**src/dsp_pkg.sv**
```systemverilog
// Shared constants, types and state codes of the shortest path engine.
`default_nettype none
package dsp_pkg;

	localparam int MAX_V  = 32;
	localparam int V_W    = $clog2(MAX_V);
	localparam int CNT_W  = V_W + 1;
	localparam int ADDR_W = 2 * V_W;
	localparam int W_W    = 16;
	localparam int DIST_W = 21;

	localparam logic [W_W-1:0]    NO_EDGE  = {W_W{1'b1}};
	localparam logic [DIST_W-1:0] DIST_MAX = {DIST_W{1'b1}};
	localparam logic [CNT_W-1:0]  VC_RESET = CNT_W'(MAX_V);

	localparam logic [1:0] KIND_CLEAR = 2'd0;
	localparam logic [1:0] KIND_EDGE  = 2'd1;
	localparam logic [1:0] KIND_QUERY = 2'd2;

	localparam logic REG_VCOUNT = 1'b0;
	localparam logic REG_UNDIR  = 1'b1;

	// Byte addresses of the registers on the configuration port.
	localparam logic [2:0] ADDR_VCOUNT = 3'd0;
	localparam logic [2:0] ADDR_UNDIR  = 3'd4;

	typedef enum logic [2:0] {
		ST_CLEAR,
		ST_IDLE,
		ST_MIRROR,
		ST_RELAX,
		ST_SELECT,
		ST_WAIT,
		ST_OUT
	} state_t;

	// Token handed from cell to cell: a relax op or a minimum search.
	typedef struct packed {
		logic              valid;
		logic              sel;
		logic [V_W-1:0]    col;
		logic [W_W-1:0]    weight;
		logic [DIST_W-1:0] base;
		logic [V_W-1:0]    src;
		logic              found;
		logic [DIST_W-1:0] best;
		logic [V_W-1:0]    bidx;
	} tok_t;

	typedef struct packed {
		logic             init;
		logic [CNT_W-1:0] n;
		logic [V_W-1:0]   src;
		logic             src_ok;
		logic             fin_set;
		logic [V_W-1:0]   fin_idx;
	} ctl_t;

	typedef struct packed {
		logic              known;
		logic [DIST_W-1:0] path_len;
		logic [V_W-1:0]    prev;
	} stat_t;

endpackage
`default_nettype wire

```
**src/dsp_cell.sv**
```systemverilog
// One vertex cell: holds its distance state, relaxes and joins the minimum search.
`default_nettype none
module dsp_cell import dsp_pkg::*; (
	input  wire logic           clk,
	input  wire logic           arst_n,
	input  wire logic [V_W-1:0] idx,
	input  wire ctl_t           ctl,
	input  wire tok_t           tok_i,
	output tok_t                tok_q,
	output stat_t               stat
);
	logic              active_q, fin_q, known_q;
	logic [DIST_W-1:0] dist_q;
	logic [V_W-1:0]    prev_q;
	logic [DIST_W:0]   sum;
	logic [DIST_W-1:0] cand;
	logic              upd, take;
	tok_t              tok_d;

	always_comb begin
		sum  = {1'b0, tok_i.base} + (DIST_W+1)'(tok_i.weight);
		cand = sum[DIST_W] ? DIST_MAX : sum[DIST_W-1:0];
		upd  = tok_i.valid && !tok_i.sel && tok_i.col == idx && active_q && !fin_q
			&& tok_i.weight != NO_EDGE && (!known_q || cand < dist_q);
		take = tok_i.valid && tok_i.sel && active_q && !fin_q && known_q
			&& (!tok_i.found || dist_q < tok_i.best);
		tok_d = tok_i;
		if (take) begin
			tok_d.found = 1'b1;
			tok_d.best  = dist_q;
			tok_d.bidx  = idx;
		end
	end

	always_ff @(posedge clk or negedge arst_n) begin
		if (!arst_n) begin
			active_q <= 1'b0;
			fin_q    <= 1'b0;
			known_q  <= 1'b0;
			tok_q    <= '0;
		end else begin
			tok_q <= tok_d;
			if (ctl.init) begin
				active_q <= CNT_W'(idx) < ctl.n;
				fin_q    <= ctl.src_ok && idx == ctl.src;
				known_q  <= ctl.src_ok && idx == ctl.src;
			end else begin
				if (ctl.fin_set && ctl.fin_idx == idx) begin
					fin_q <= 1'b1;
				end
				if (upd) begin
					known_q <= 1'b1;
				end
			end
		end
	end

	always_ff @(posedge clk) begin
		if (ctl.init) begin
			dist_q <= '0;
			prev_q <= ctl.src;
		end else if (upd) begin
			dist_q <= cand;
			prev_q <= tok_i.src;
		end
	end

	assign stat = '{known: known_q, path_len: dist_q, prev: prev_q};
endmodule
`default_nettype wire

```
**config.mk**
```make
export PLATFORM = sky130hd
export DESIGN_NAME = dsp_cell
export DESIGN_NICKNAME = d
export VERILOG_FILES = /design/src/dsp_pkg.sv /design/src/dsp_cell.sv
export SDC_FILE = /design/constraint.sdc
export NUM_CORES = 1
export LEC_CHECK = 0
export BUFFER_PORTS_ARGS = -buffer_cell sky130_fd_sc_hd__buf_2
export CAP_MARGIN = 20
export CORE_MARGIN = 3
export CORE_UTILIZATION = 54
export CTS_BUF_LIST = sky130_fd_sc_hd__clkbuf_4 sky130_fd_sc_hd__clkbuf_8 sky130_fd_sc_hd__clkbuf_16
export DETAILED_ROUTE_END_ITERATION = 16
export PLACE_DENSITY = 0.91
export RECOVER_POWER = 25
export SYNTH_ARGS = -nofsm -noshare
export SYNTH_HDL_FRONTEND = slang
export SYNTH_SLANG_ARGS = --single-unit
```
**constraint.sdc**
```tcl
create_clock -name clk -period 3.9 [get_ports clk]
set_input_delay 0.39 -clock clk [delete_from_list [all_inputs] [get_ports clk]]
set_output_delay 0.39 -clock clk [all_outputs]
set_load 0.005 [all_outputs]
```
==> out/qor.yml <==
outcome: "complete, but fails checks"
violations: "negative setup slack"
rsz0062_at_grt: "yes"
cts_buffers: 9
async_reset_ff_frac: 0.752
whs_endpoint: "tok_q[32]"
setup_viol: 27
irDropWorstVdd_mv: 0.221
syn_area_um2: 5620
cp_slowest_stage_delay_ps: 360
crit_type: "in -> reg"
finalSetupTns_ps: -2920
syn_nets: 685
die_h_um: 108
clkLatencyLatePin_ps: 380
drt_wl_total_um: 17100
min_from: "tok_i[32]"
htreeDepth: 3
core_um2: 9950
row_count: 36
cp_slowest_cell: "fa_2"
final_max_slew_viol_count: 0
vias: 5379
crit_top_cell: "a21o_1"
io_pins: 205
fmax_ghz: 0.246
rr_worst_depth: 10
holdPathStages: 1
relSlewSlack: 0.199
fin_area_um2: 7960
grt_max_degree: 80
ys_warn_count: 0
worst_slew_pin_slew_ps: 1190
first_iter_violations: 383
pwr_density_cell_nw_per_um2: 315
clkSinkCount: 105
diodes: 0
hold_class: "in -> reg"
wl_met2_um: 8750
p_leak_nw: 3.98
cp_num_buf_inv: 2
dieArea_um2: 11700
crit-reg2reg-capture: "tok_q[5]"
cap_violations: 0
area_delta_synth_final_pct: 41.7
portBuffers: 204
overflow: 0
dp.cells: 916
cts_tree: "built"
syn_area_per_cell_um2: 10.8
hold_ws_ps: 119
drt-met1-wl_um: 6530
pre_cts_ws_ps: -644
gr-usage-all-layers: 0.289
r2r_setup_slack_ps: 770
netlist_instances: 522
grt_pass1_wl_um: 26300
grt_pass1_vias: 5622
layoutNonFillerInstCount: 952
clk_pin_slew_ps: 90
startpoint_type: "primary input"
dpl_cell_area_um2: 7390
final_antenna_net_count: 0
reg2reg_from: "dist_q[6]"
synth_top_flop_cell: "dfrtp_1"
worstPathCellList: "buf_8 > ha_4 > fa_2 > a21o_1 > a221oi_2 > o21bai_2 > o2111a_1 > a311oi_2 > mux2i_1 > ha_1 > a21o_1 > a21o_1 > a21oi_2 > o2111ai_2 > a211oi_2 > o21a_2 > buf_6 > nor3_2 > a311oi_1"
antenna_found_initial: 0
dr.pass1.iters: 5
synth_cell_type_count: 63
finalCritPeriodShare: 1.04
ys_seq_area_frac: 0.453
crit_family: "compound AO/OA/AOI/OAI gates"
end_kind: "register"
hold_viol: 0
cp_max_fo: 8
wl_met3_um: 1270
gp_congestion: 0.928
top_layer_used: "met4"
clockBufferDepth: 2
wl_per_cell_um: 18.0
dp_hpwl_um: 12900
skew_ps: 8.59
ys_ff_latch: 105
post_drt_via_cell_ratio: 5.65
nets: 977
final_core_util: 0.800
critPathArrivalTime_ps: 4340
drive_gt1_frac: 0.457
synth_edf_count: 5
period_needed_ps: 4060
drc: 0
cts-root-buf: "clkbuf_8"
critPathRequiredTime_ps: 4180
p_total_mw: 2.51
layout_setup_ws_ps: -164
start_util: 0.564
ctsHoldBuffers: 0
die_x_um: 108
fillers: 584
==> power breakdown <==
part / switching, mW / internal, mW
Sequential: 0.0162 / 1.14
Combinational: 0.349 / 0.336
Clock: 0.382 / 0.282
==> area by class of cell <==
cell class              instances  area (µm²)  area share
repair buffers                294        1760       0.222
inverters                      48         180      0.0226
flip-flops and latches        105        2550       0.320
clock inverters                 5        36.3     0.00456
clock buffers                  11         156      0.0196
multi-input cells             356        3110       0.391
well taps                     133         166      0.0209
==> kinds of logic after synthesis <==
| kind of cell | after synthesis | synth area share |
|---|---|---|
| AOI/OAI and AO/OA | 112 | 0.145 |
| xor gates and xnor gates | 28 | 0.0437 |
| adders and majority gates | 61 | 0.137 |
| buffers and inverters | 61 | 0.0457 |
| DFF | 105 | 0.453 |
| muxes | 36 | 0.0673 |
| and+or+nand+nor | 119 | 0.108 |
==> state kept, by name, summed over array words and instances (netlist names) <==
register	count
known_q	1
dist_q	21
fin_q	1
active_q	1
tok_q	76
prev_q	5
==> how the worst max path moves through the flow <==
stage	cells past startpoint	endpoint	start	slack, ps
finish	19	dist_q[15]	tok_i[32]	-160
global route	19	dist_q[15]	tok_i[32]	-370
CTS	18	prev_q[1]	tok_i[32]	-70
detailed placement	19	dist_q[15]	tok_i[32]	-640
global placement	19	dist_q[12]	tok_i[32]	-510
floorplan	19	dist_q[20]	tok_i[32]	-210
==> cell usage after synthesis, drive strengths merged, types with 5 or more instances <==
cell type / count / area (µm²)
mux2: 14 / 158
mux2i: 22 / 220
a311oi: 14 / 123
nand2: 27 / 104
xnor2: 18 / 158
nor2: 16 / 60.1
a21oi: 31 / 159
buf: 7 / 53.8
clkbuf: 6 / 22.5
dfrtp: 79 / 1980
o211ai: 5 / 42.5
nand3: 13 / 65.1
nor3: 19 / 95.1
nand2b: 8 / 50.1
ha: 60 / 751
a21o: 21 / 158
inv: 48 / 180
xor2: 10 / 87.6
dfxtp: 21 / 420
nand4: 16 / 100
o21ai: 11 / 58.8
and3: 5 / 31.3
edfxtp: 5 / 150
==> routing by layer <==
metal,GRT usage,vias up
met5,0,-
met4,0.131,0
met3,0.0579,50
met2,0.522,276
met1,0.329,2580
li1,-,2473
==> placed cells by master (no fill, tap or decap), types with 3 or more instances in the layout <==
cell      synthesis  layout
buf_6             2       6
nand2b_1          8       8
o211ai_1          4       4
mux2_2           12      11
buf_2             1     202
inv_1            48      48
clkbuf_8          0       9
nor3_2            0      10
o21ai_1           2       4
nor2b_1           4       4
xnor2_1          18      17
dfrtp_1          79      79
nor4_1            4       3
nor2_1           16      15
a21oi_2           1       6
edfxtp_1          5       5
and3_1            5       5
ha_1             60      56
ha_4              0       3
nand3_1          13      12
a21o_1           21      21
buf_4             3      82
nand4_1          16      16
nor3_1           19       8
nand2_1          26      26
dfxtp_1          21      21
a21oi_1          30      25
mux2i_1          22      22
a311oi_1         14      12
xor2_1           10      10
o21ai_0           8       4
==> repair_timing <==
action                     in CTS  in global routing
pin swaps                       4                 15
resized for setup              17                 30
setup endpoints to repair      27                 27
buffers inserted                8                 10
cloned                          1                  1
No activity file was read; power rests on OpenSTA's default activity.
